### src/hdl/ctp_pkg.sv
// Shared types and constants for the color-to-palette-index block.
package ctp_pkg;

    localparam int PALETTE_DEPTH = 32;
    localparam int SLOT_W        = $clog2(PALETTE_DEPTH);
    localparam int LIMIT_W       = 6;
    localparam int INDEX_W       = 5;
    localparam int CMP_W         = (SLOT_W > LIMIT_W) ? SLOT_W : LIMIT_W;

    localparam logic [LIMIT_W-1:0] MAX_COLORS_RESET = LIMIT_W'(32);

    typedef struct packed {
        logic [7:0] blue;
        logic [7:0] green;
        logic [7:0] red;
        logic       new_image;
    } ctp_in_t;

    typedef struct packed {
        logic [INDEX_W-1:0] index;
        logic               status;
    } ctp_out_t;

    // Word as it walks down the row of cells.
    typedef struct packed {
        logic [23:0]       color;      // red:green:blue
        logic              new_image;
        logic              done;       // matched or allocated
        logic              ovf;        // palette overflow seen
        logic [SLOT_W-1:0] slot;
    } ctp_item_t;

endpackage

### src/hdl/ctp_cell.sv
// One palette entry plus the pipeline stage that follows it.
module ctp_cell
    import ctp_pkg::*;
(
    input  logic               clk,
    input  logic               rst_n,
    input  logic [SLOT_W-1:0]  cell_id,
    input  logic [LIMIT_W-1:0] limit,
    input  logic               up_valid,
    input  ctp_item_t          up_item,
    output logic               up_ready,
    output logic               valid,
    output ctp_item_t          item,
    input  logic               down_ready
);

    logic        valid_reg, valid_next;
    ctp_item_t   item_reg;
    logic        entry_valid_reg, entry_valid_next;
    logic [23:0] entry_color_reg;
    logic        blocked_reg, blocked_next;

    logic        move;
    logic        vld_eff;
    logic        blk_eff;
    logic        in_limit;
    logic        is_last;
    logic        alloc;
    ctp_item_t   item_next;

    assign up_ready = !valid_reg || down_ready;
    assign move     = up_valid && up_ready;
    assign vld_eff  = entry_valid_reg && !up_item.new_image;
    assign blk_eff  = blocked_reg && !up_item.new_image;
    assign in_limit = CMP_W'(cell_id) < CMP_W'(limit);
    assign is_last  = cell_id == SLOT_W'(PALETTE_DEPTH - 1);

    always_comb
    begin
        item_next = up_item;
        alloc     = 1'b0;
        if (blk_eff)
        begin
            // overflow already latched for this image
            item_next.ovf = 1'b1;
        end
        else if (!up_item.done && !up_item.ovf)
        begin
            if (vld_eff && entry_color_reg == up_item.color)
            begin
                item_next.done = 1'b1;
                item_next.slot = cell_id;
            end
            else if (!vld_eff)
            begin
                // first free entry
                if (in_limit)
                begin
                    alloc          = 1'b1;
                    item_next.done = 1'b1;
                    item_next.slot = cell_id;
                end
                else
                begin
                    item_next.ovf = 1'b1;
                end
            end
            else if (is_last)
            begin
                item_next.ovf = 1'b1;
            end
        end
    end

    always_comb
    begin
        valid_next       = valid_reg;
        entry_valid_next = entry_valid_reg;
        blocked_next     = blocked_reg;
        if (move)
        begin
            valid_next       = 1'b1;
            entry_valid_next = vld_eff || alloc;
            blocked_next     = item_next.ovf;
        end
        else if (down_ready)
        begin
            valid_next = 1'b0;
        end
    end

    always_ff @(posedge clk or negedge rst_n)
    begin
        if (!rst_n)
        begin
            valid_reg       <= 1'b0;
            entry_valid_reg <= 1'b0;
            blocked_reg     <= 1'b0;
        end
        else
        begin
            valid_reg       <= valid_next;
            entry_valid_reg <= entry_valid_next;
            blocked_reg     <= blocked_next;
        end
    end

    always_ff @(posedge clk)
    begin
        if (move)
        begin
            item_reg <= item_next;
        end
        if (move && alloc)
        begin
            entry_color_reg <= up_item.color;
        end
    end

    assign valid = valid_reg;
    assign item  = item_reg;

    a_alloc_marks_valid: assert property (@(posedge clk) disable iff (!rst_n)
        move && alloc |=> entry_valid_reg)
        else $error("allocated entry not marked valid");

    a_new_image_clears: assert property (@(posedge clk) disable iff (!rst_n)
        move && up_item.new_image && !alloc |=> !entry_valid_reg)
        else $error("new image word left a stale entry");

    a_stage_holds: assert property (@(posedge clk) disable iff (!rst_n)
        valid_reg && !down_ready |=> valid_reg && $stable(item_reg))
        else $error("stalled stage lost its word");

endmodule

### src/hdl/color_to_palette_index.sv
// Top level: palette builder, one color in and one palette index out per word.
//
// Input channel (in_valid / in_stall / in_data): one pixel word per accepted
// edge, carrying blue, green, red and a new_image flag that empties the
// palette and the overflow status before that pixel is looked up.
// Output channel (out_valid / out_stall / out_data): one word per input word,
// in order, with the palette index and status (1 = palette overflow, index 0).
// Configuration: cfg_wr_en / cfg_wr_data load max_colors; write only while
// no pixel is in flight. Values above the palette depth act as the depth.
// Pipeline: one register per cell; a word passes the registers of the cells in
// order, from cell 0 to the last, before out_valid shows its result.
// Throughput: one word per cycle while out_stall is low; each cell compares the
// passing word with its entry and hands it on, so a new word enters each cycle.
// Stall: a stalled output holds its word; stages behind it keep filling any
// empty slots, and in_stall rises only once every stage holds a word.
// Reset: palette empty, overflow clear, max_colors = 32, no words in flight.
module color_to_palette_index
    import ctp_pkg::*;
(
    input  logic               clk,
    input  logic               rst_n,
    input  logic               cfg_wr_en,
    input  logic [LIMIT_W-1:0] cfg_wr_data,
    input  logic               in_valid,
    output logic               in_stall,
    input  ctp_in_t            in_data,
    output logic               out_valid,
    input  logic               out_stall,
    output ctp_out_t           out_data
);

    logic [LIMIT_W-1:0] max_colors_reg;

    // chain of handshake wires, element 0 is the input port side
    logic      chain_valid [PALETTE_DEPTH+1];
    logic      chain_ready [PALETTE_DEPTH+1];
    ctp_item_t chain_item  [PALETTE_DEPTH+1];
    ctp_item_t tail;

    always_ff @(posedge clk or negedge rst_n)
    begin
        if (!rst_n)
        begin
            max_colors_reg <= MAX_COLORS_RESET;
        end
        else if (cfg_wr_en)
        begin
            max_colors_reg <= cfg_wr_data;
        end
    end

    // fresh word: not yet matched, no overflow
    always_comb
    begin
        chain_item[0].color     = {in_data.red, in_data.green, in_data.blue};
        chain_item[0].new_image = in_data.new_image;
        chain_item[0].done      = 1'b0;
        chain_item[0].ovf       = 1'b0;
        chain_item[0].slot      = '0;
    end

    assign chain_valid[0]             = in_valid;
    assign in_stall                   = !chain_ready[0];
    assign chain_ready[PALETTE_DEPTH] = !out_stall;

    for (genvar g = 0; g < PALETTE_DEPTH; g++)
    begin : g_cell
        ctp_cell u_cell (
            .clk        (clk),
            .rst_n      (rst_n),
            .cell_id    (SLOT_W'(g)),
            .limit      (max_colors_reg),
            .up_valid   (chain_valid[g]),
            .up_item    (chain_item[g]),
            .up_ready   (chain_ready[g]),
            .valid      (chain_valid[g+1]),
            .item       (chain_item[g+1]),
            .down_ready (chain_ready[g+1])
        );
    end

    assign tail           = chain_item[PALETTE_DEPTH];
    assign out_valid      = chain_valid[PALETTE_DEPTH];
    assign out_data.index = tail.ovf ? '0 : INDEX_W'(tail.slot);
    assign out_data.status = tail.ovf;

    a_result_complete: assert property (@(posedge clk) disable iff (!rst_n)
        out_valid |-> tail.done || tail.ovf)
        else $error("word left the chain without a result");

    a_overflow_sticky: assert property (@(posedge clk) disable iff (!rst_n)
        out_valid && !out_stall && out_data.status ##1 out_valid && !tail.new_image
        |-> out_data.status)
        else $error("overflow status dropped inside an image");

    a_in_stall_full: assert property (@(posedge clk) disable iff (!rst_n)
        in_stall |-> out_valid && out_stall)
        else $error("input stalled while the output was moving");

endmodule
### config.mk
export PLATFORM = sky130hd
export DESIGN_NAME = color_to_palette_index
export DESIGN_NICKNAME = d
export VERILOG_FILES = /design/src/hdl/ctp_pkg.sv /design/src/hdl/ctp_cell.sv /design/src/hdl/color_to_palette_index.sv
export SDC_FILE = /design/constraint.sdc
export NUM_CORES = 2
export LEC_CHECK = 0
export BUFFER_PORTS_ARGS = -buffer_cell sky130_fd_sc_hd__buf_2
export CAP_MARGIN = 20
export CORE_ASPECT_RATIO = 1.5
export CORE_MARGIN = 5
export CORE_UTILIZATION = 35
export CTS_BUF_LIST = sky130_fd_sc_hd__clkbuf_8
export DETAILED_ROUTE_END_ITERATION = 12
export PLACE_DENSITY_LB_ADDON = 0.2
export RECOVER_POWER = 50
export SYNTH_ARGS = -nofsm -noshare
export SYNTH_HDL_FRONTEND = slang
export SYNTH_SLANG_ARGS = --single-unit
export TNS_END_PERCENT = 1
### constraint.sdc
create_clock -name clk -period 4.3 [get_ports clk]
set_input_delay 0.215 -clock clk [delete_from_list [all_inputs] [get_ports clk]]
set_output_delay 0.215 -clock clk [all_outputs]
set_load 0.02 [all_outputs]
* Yosys cells after proc, flatten, opt, wreduce, memory -nomap -nowiden
Cells that the tools add are included.
** Storage, ports and cells
- Flip-flop bits (word level) :: 1863
- Latch bits :: 0
- Memory bits (writable) :: 0
- Memory bits (read-only) :: 0
- Output and inout port bits :: 8
- Word-level logic and storage cells :: 1395
- Memories kept :: 0
** Cells by class
- Add/sub/neg operators :: 0
- Multipliers :: 0
- Div/mod/pow operators :: 0
- $lt $le $gt $ge :: 32
- Equal/unequal tests :: 33
- Shifts and indexed selects :: 0
- Muxes and demuxes :: 627
- Bitwise logic cells :: 1
- Reduce and logical (&&, ||, !) cells :: 416
** Operator list (count)
- 24-bit equality test :: 32
- 5-bit two-way mux :: 122
- 1-bit two-way mux :: 474
- 7-bit two-way mux :: 30
- 1-bit logical AND :: 191
- 1-bit zero test :: 128
- 5-bit by 6-bit < comparator with 1-bit output (first input constant) :: 16
- 1-bit logical OR :: 64
- 2-bit nonzero test :: 31
- 4-bit by 6-bit < comparator with 1-bit output (first input constant) :: 8
- 3-bit by 6-bit < comparator with 1-bit output (first input constant) :: 4
- 1-bit by 6-bit < comparator with 1-bit output (first input constant) :: 2
- 2-bit by 6-bit < comparator with 1-bit output (first input constant) :: 2
- 6-bit two-way mux :: 1
- 4-bit OR reduction :: 1
- 2-bit by 1-bit inequality test with 1-bit output (second input constant) :: 1
- 2-bit OR reduction :: 1
- 1-bit NOT :: 1

* Logic depth before layout (Yosys ltp)
- Word-level depth :: 35
- Mapped depth :: 9

* By module
Synthesis repeated with hierarchy kept, for this count alone.
** Unflattened totals
- Cell total of the unflattened synthesis :: 5330
- Area, all modules :: 79343.6 µm²
** Modules (own cells, without submodules)
- ctp_cell (g_cell[0].u_cell ...) :: times used 31, cells an instance 166, area an instance 2469.9 µm², seq. area each 1756.7 µm²
- ctp_cell (g_cell[9].u_cell) :: times used 1, cells an instance 162, area an instance 2478.6 µm², seq. area each 1756.7 µm²
- color_to_palette_index :: times used 1, cells an instance 22, area an instance 299.0 µm², seq. area each 151.4 µm²

* Worst setup path before layout
Ideal clock, no wire load.
- Kind :: flip-flop to flip-flop
- Start point :: register g_cell[31].u_cell.valid_reg
- End point :: register g_cell[21].u_cell.entry_color_reg[0] (enable)
- Library setup time :: 0.384 ns
- Arrival :: 4.410 ns
- Setup slack :: -0.493 ns
- Cell stages (with the launch flop) :: 6
- Clock period less this slack :: 4.793 ns
- Path through :: dfrtp_1 and4_1 buf_4 and4_1 a21boi_0 and2_1
** Between the ends
- Cells in the longest elaborated chain, start to end :: 14
** RTL lines
- from (decl) :: RTL line ctp_cell.sv:17 : logic valid_reg, valid_next;
- from (signal assigned) :: RTL line ctp_cell.sv:102 : valid_reg <= valid_next;
- 1-bit zero test :: RTL line ctp_cell.sv:31 : assign up_ready = !valid_reg || down_ready;
- 1-bit logical OR (11 in a row) :: RTL line ctp_cell.sv:31
- 1-bit logical AND :: RTL line ctp_cell.sv:32 : assign move = up_valid && up_ready;
- via g_cell[21].u_cell.move :: RTL line ctp_cell.sv:23 : logic move;
- 1-bit logical AND :: RTL line ctp_cell.sv:114 : if (move && alloc)
- to (signal assigned) :: RTL line ctp_cell.sv:116 : entry_color_reg <= up_item.color;
- to (decl) :: RTL line ctp_cell.sv:20 : logic [23:0] entry_color_reg;
The timed path passes the listed nets, and every way through them passes these cells.
A chain may end at the register's enable or synchronous reset.

* Worst setup path in the final report
- Start point :: register g_cell[31].u_cell.valid_reg
- End point :: output port in_stall
** Between the ends
- Cells in the longest elaborated chain, start to end :: 34
** RTL lines
- 1-bit zero test :: RTL line ctp_cell.sv:31
- 1-bit logical OR (32 in a row) :: RTL line ctp_cell.sv:31
- 1-bit zero test :: RTL line color_to_palette_index.sv:63 : assign in_stall = !chain_ready[0];
- to (decl) :: RTL line color_to_palette_index.sv:25 : output logic in_stall,
Every way passes these cells.

==> flow_summary_export.csv <==
group,metric,value,unit
yosys,syn_inst,3749,
die,pin_count,44,
job,maxCapViolCount,5,
clock_network,htreeDepth,5,
worst_setup_path,critPathKind,"flip-flop to primary output",
power,irDropWorstVdd,0.2692,mV
sta,worst_pin_slew,3.027,ns
grt,antenna_found_initial,10,
sta,slew_headroom,-101.8,%
finish,final_common_cell,"edfxtp_1",
yosys,synth_nets,3785,
worst_setup_path,crit_arrival,3.68,ns
die,die_w,369.9,microns
worst_setup_path,critPathLaunchType,"flip-flop",
drt,vias,31650,
sta,drv_slew,213,
yosys,async_flop_share,5.553,%
grt,overflow,0,
drt,drc,0,
clock_network,cts_tree,"done",
drt,vias_per_cell,4.518,
clock_network,cts_buffers,286,
sta,rsz0062_at_grt,"no",
finish,drive_gt1_share,13.35,%
finish,largest_reg_flops,967,
sta,layout_min_cycle_time,3.891,ns
sta,hold_viol_final,0,
finish,fillCellCount,17700,
place,dpl.hpwl,96980,microns
drt,routed_wl,136100,microns
sta,max_freq,257.0,MHz
finish,layout.nets,4218,
die,core_region_area,0.1937,sq mm
clock_network,hold_buffers,54,
yosys,synth_area_per_cell,18.14,sq um
clock_network,post_cts_resized,0,
finish,final_cell_mix,"edfxtp_1, xor2_1, clkbuf_8",
clock_network,cts.sink_count,1837,
worst_setup_path,required,4.09,ns
clock_network,clockBufferDepth,4,
clock_network,clock_latency,0.89,ns
die,rows,198,
worst_setup_path,end_kind,"primary output",
drt,ant_nets,0,
yosys,ys.warnings.count,0,
grt,grt_pass1_wl,205300,microns
grt,grt_pass1_vias,33750,
grt,track_usage,13.30,%
die,fp.dieH,549.8,microns
place,gp_routability_congestion,0.7700,
sta,finalClockSkew,0.04925,ns
sta,setup_viol,0,
drt,drt-pass1-iter-count,7,
clock_network,path_clk_slew,0.07,ns
die,die-area,0.2034,sq mm
yosys,synth_edf_count,1735,
yosys,synth_area,0.06800,sq mm
run_status,violations,"max-capacitance violations, max-slew violations",
clock_network,post_cts_buffers,0,
power,power_density,474.8,mW/mm^2
place,port_buffers,43,
finish,area_growth,14.62,%
drt,drtIter0Drc,1814,
die,start_util,35.10,%
yosys,synth-seq-cells,1837,
sta,period_share,90.49,%
yosys,synth_cell_types,69,
worst_setup_path,critical_path.max_fanout,11,
clock_network,root_buffer,"clkbuf_8",
yosys,ys.flop_type,"edfxtp_1",
yosys,yosysSeqAreaShare,80.37,%
hold_path,hp-class,"primary input to flip-flop",
power,leakagePower,26.49,nW
power,power.total,37.01,mW
sta,finalSetupTns,0,ns
grt,grt_max_degree,62,
run_status,outcome,"finished with violations",
drt,wl_per_cell,19.43,microns
==> final timing paths <==
| path | from | to | slack, ns | cells after the start |
|---|---|---|---|---|
| worst max-delay path | g_cell[31].u_cell.valid | in_stall | 0.41 | 6 |
| worst min-delay path | in_data[12] | g_cell[0].u_cell.entry_color_reg[11] | 0.15 | 2 |
| worst max register to register | g_cell[31].u_cell.valid | g_cell[1].u_cell.item[11] | 0.72 | 4 |
| worst min register to register | g_cell[30].u_cell.item[26] | g_cell[31].u_cell.entry_color_reg[18] | 0.47 | 0 |
| max in group asynchronous | rst_n | g_cell[0].u_cell.entry_valid_reg | 0.83 | 4 |
| min in group asynchronous | rst_n | g_cell[24].u_cell.valid | 1.24 | 4 |
==> synthesized netlist by cell type (11+ instances only) <==
| cell | number | area share (%) |
|---|---|---|
| edfxtp_1 | 1735 | 77 |
| xor2_1 | 582 | 7.5 |
| xnor2_1 | 164 | 2.1 |
| nor4_1 | 140 | 1.3 |
| nor2_1 | 117 | 0.65 |
| inv_1 | 110 | 0.61 |
| dfrtp_1 | 101 | 3.7 |
| nand2_1 | 84 | 0.46 |
| or2_2 | 77 | 0.71 |
| nand2b_1 | 65 | 0.60 |
| nand4_1 | 63 | 0.58 |
| nand3_1 | 61 | 0.45 |
| o21ai_0 | 45 | 0.33 |
| nor2b_1 | 42 | 0.39 |
| a21oi_1 | 39 | 0.29 |
| o31ai_1 | 33 | 0.36 |
| mux2_2 | 32 | 0.53 |
| and2_1 | 31 | 0.29 |
| nor3_1 | 31 | 0.23 |
| o211ai_1 | 23 | 0.25 |
| a21o_1 | 18 | 0.20 |
| o21bai_1 | 15 | 0.17 |
| and3_1 | 11 | 0.10 |
==> cells by family after synthesis <==
logic type	after synthesis	share of synthesized area [%]
AO/OA/AOI/OAI	259	2.677
flip-flops	1837	80.37
buffers and inverters	131	0.7728
XOR/XNOR	746	9.609
multiplexers	34	0.5686
AND/OR/NAND/NOR	742	5.999
==> layer usage <==
metal  GRT usage [%]  routed length, microns  up-vias
met5               0                      13        -
met3           2.793                    5777      289
met4           5.357                    5033        2
met2           25.77                   76220      582
met1           13.81                   49040    15740
li1                -                       -    15030
==> power breakdown <==
part	internal, mW	switching, mW	leakage, nW
sequential	20.9	0.892	17.5
combinational	0.602	0.933	6.01
clock	7.02	6.66	3.00
==> critical path, stage by stage, from the launching register on <==
cell	delay (ns)
dfrtp_1	0.41
and4_1	0.39
and4_1	0.81
nand2_1	0.47
nor3_1	0.32
buf_4	0.19
buf_2	0.17
==> stage by stage <==
step                std cells  worst slack, ns  util, %  hold slack [ns]  instance area, sq um
CTS                      6989           0.2236    40.20         0.001857                 77880
global placement         6427            1.015    37.14           0.3270                 71940
finish                   7005           0.4089    40.23           0.1508                 77940
detailed placement       6433           0.9666    37.20           0.3362                 72070
global route             6999           0.1831    40.22           0.1200                 77930
floorplan                3749          -0.2532        -         -0.08059                 68000
==> layout make-up <==
type                       count  area (sq um)  area share (%)
sequential                  1837         54650           70.12
tap                         2600          3253           4.174
antenna                        9         22.52         0.02890
clock inverter               199          1084           1.390
timing repair buffer         166          1388           1.780
inverter                     110         412.9          0.5297
clock buffer                 303          4170           5.350
multi-input combinational   1781         12960           16.63
No activity file was read; power rests on OpenSTA's default activity.
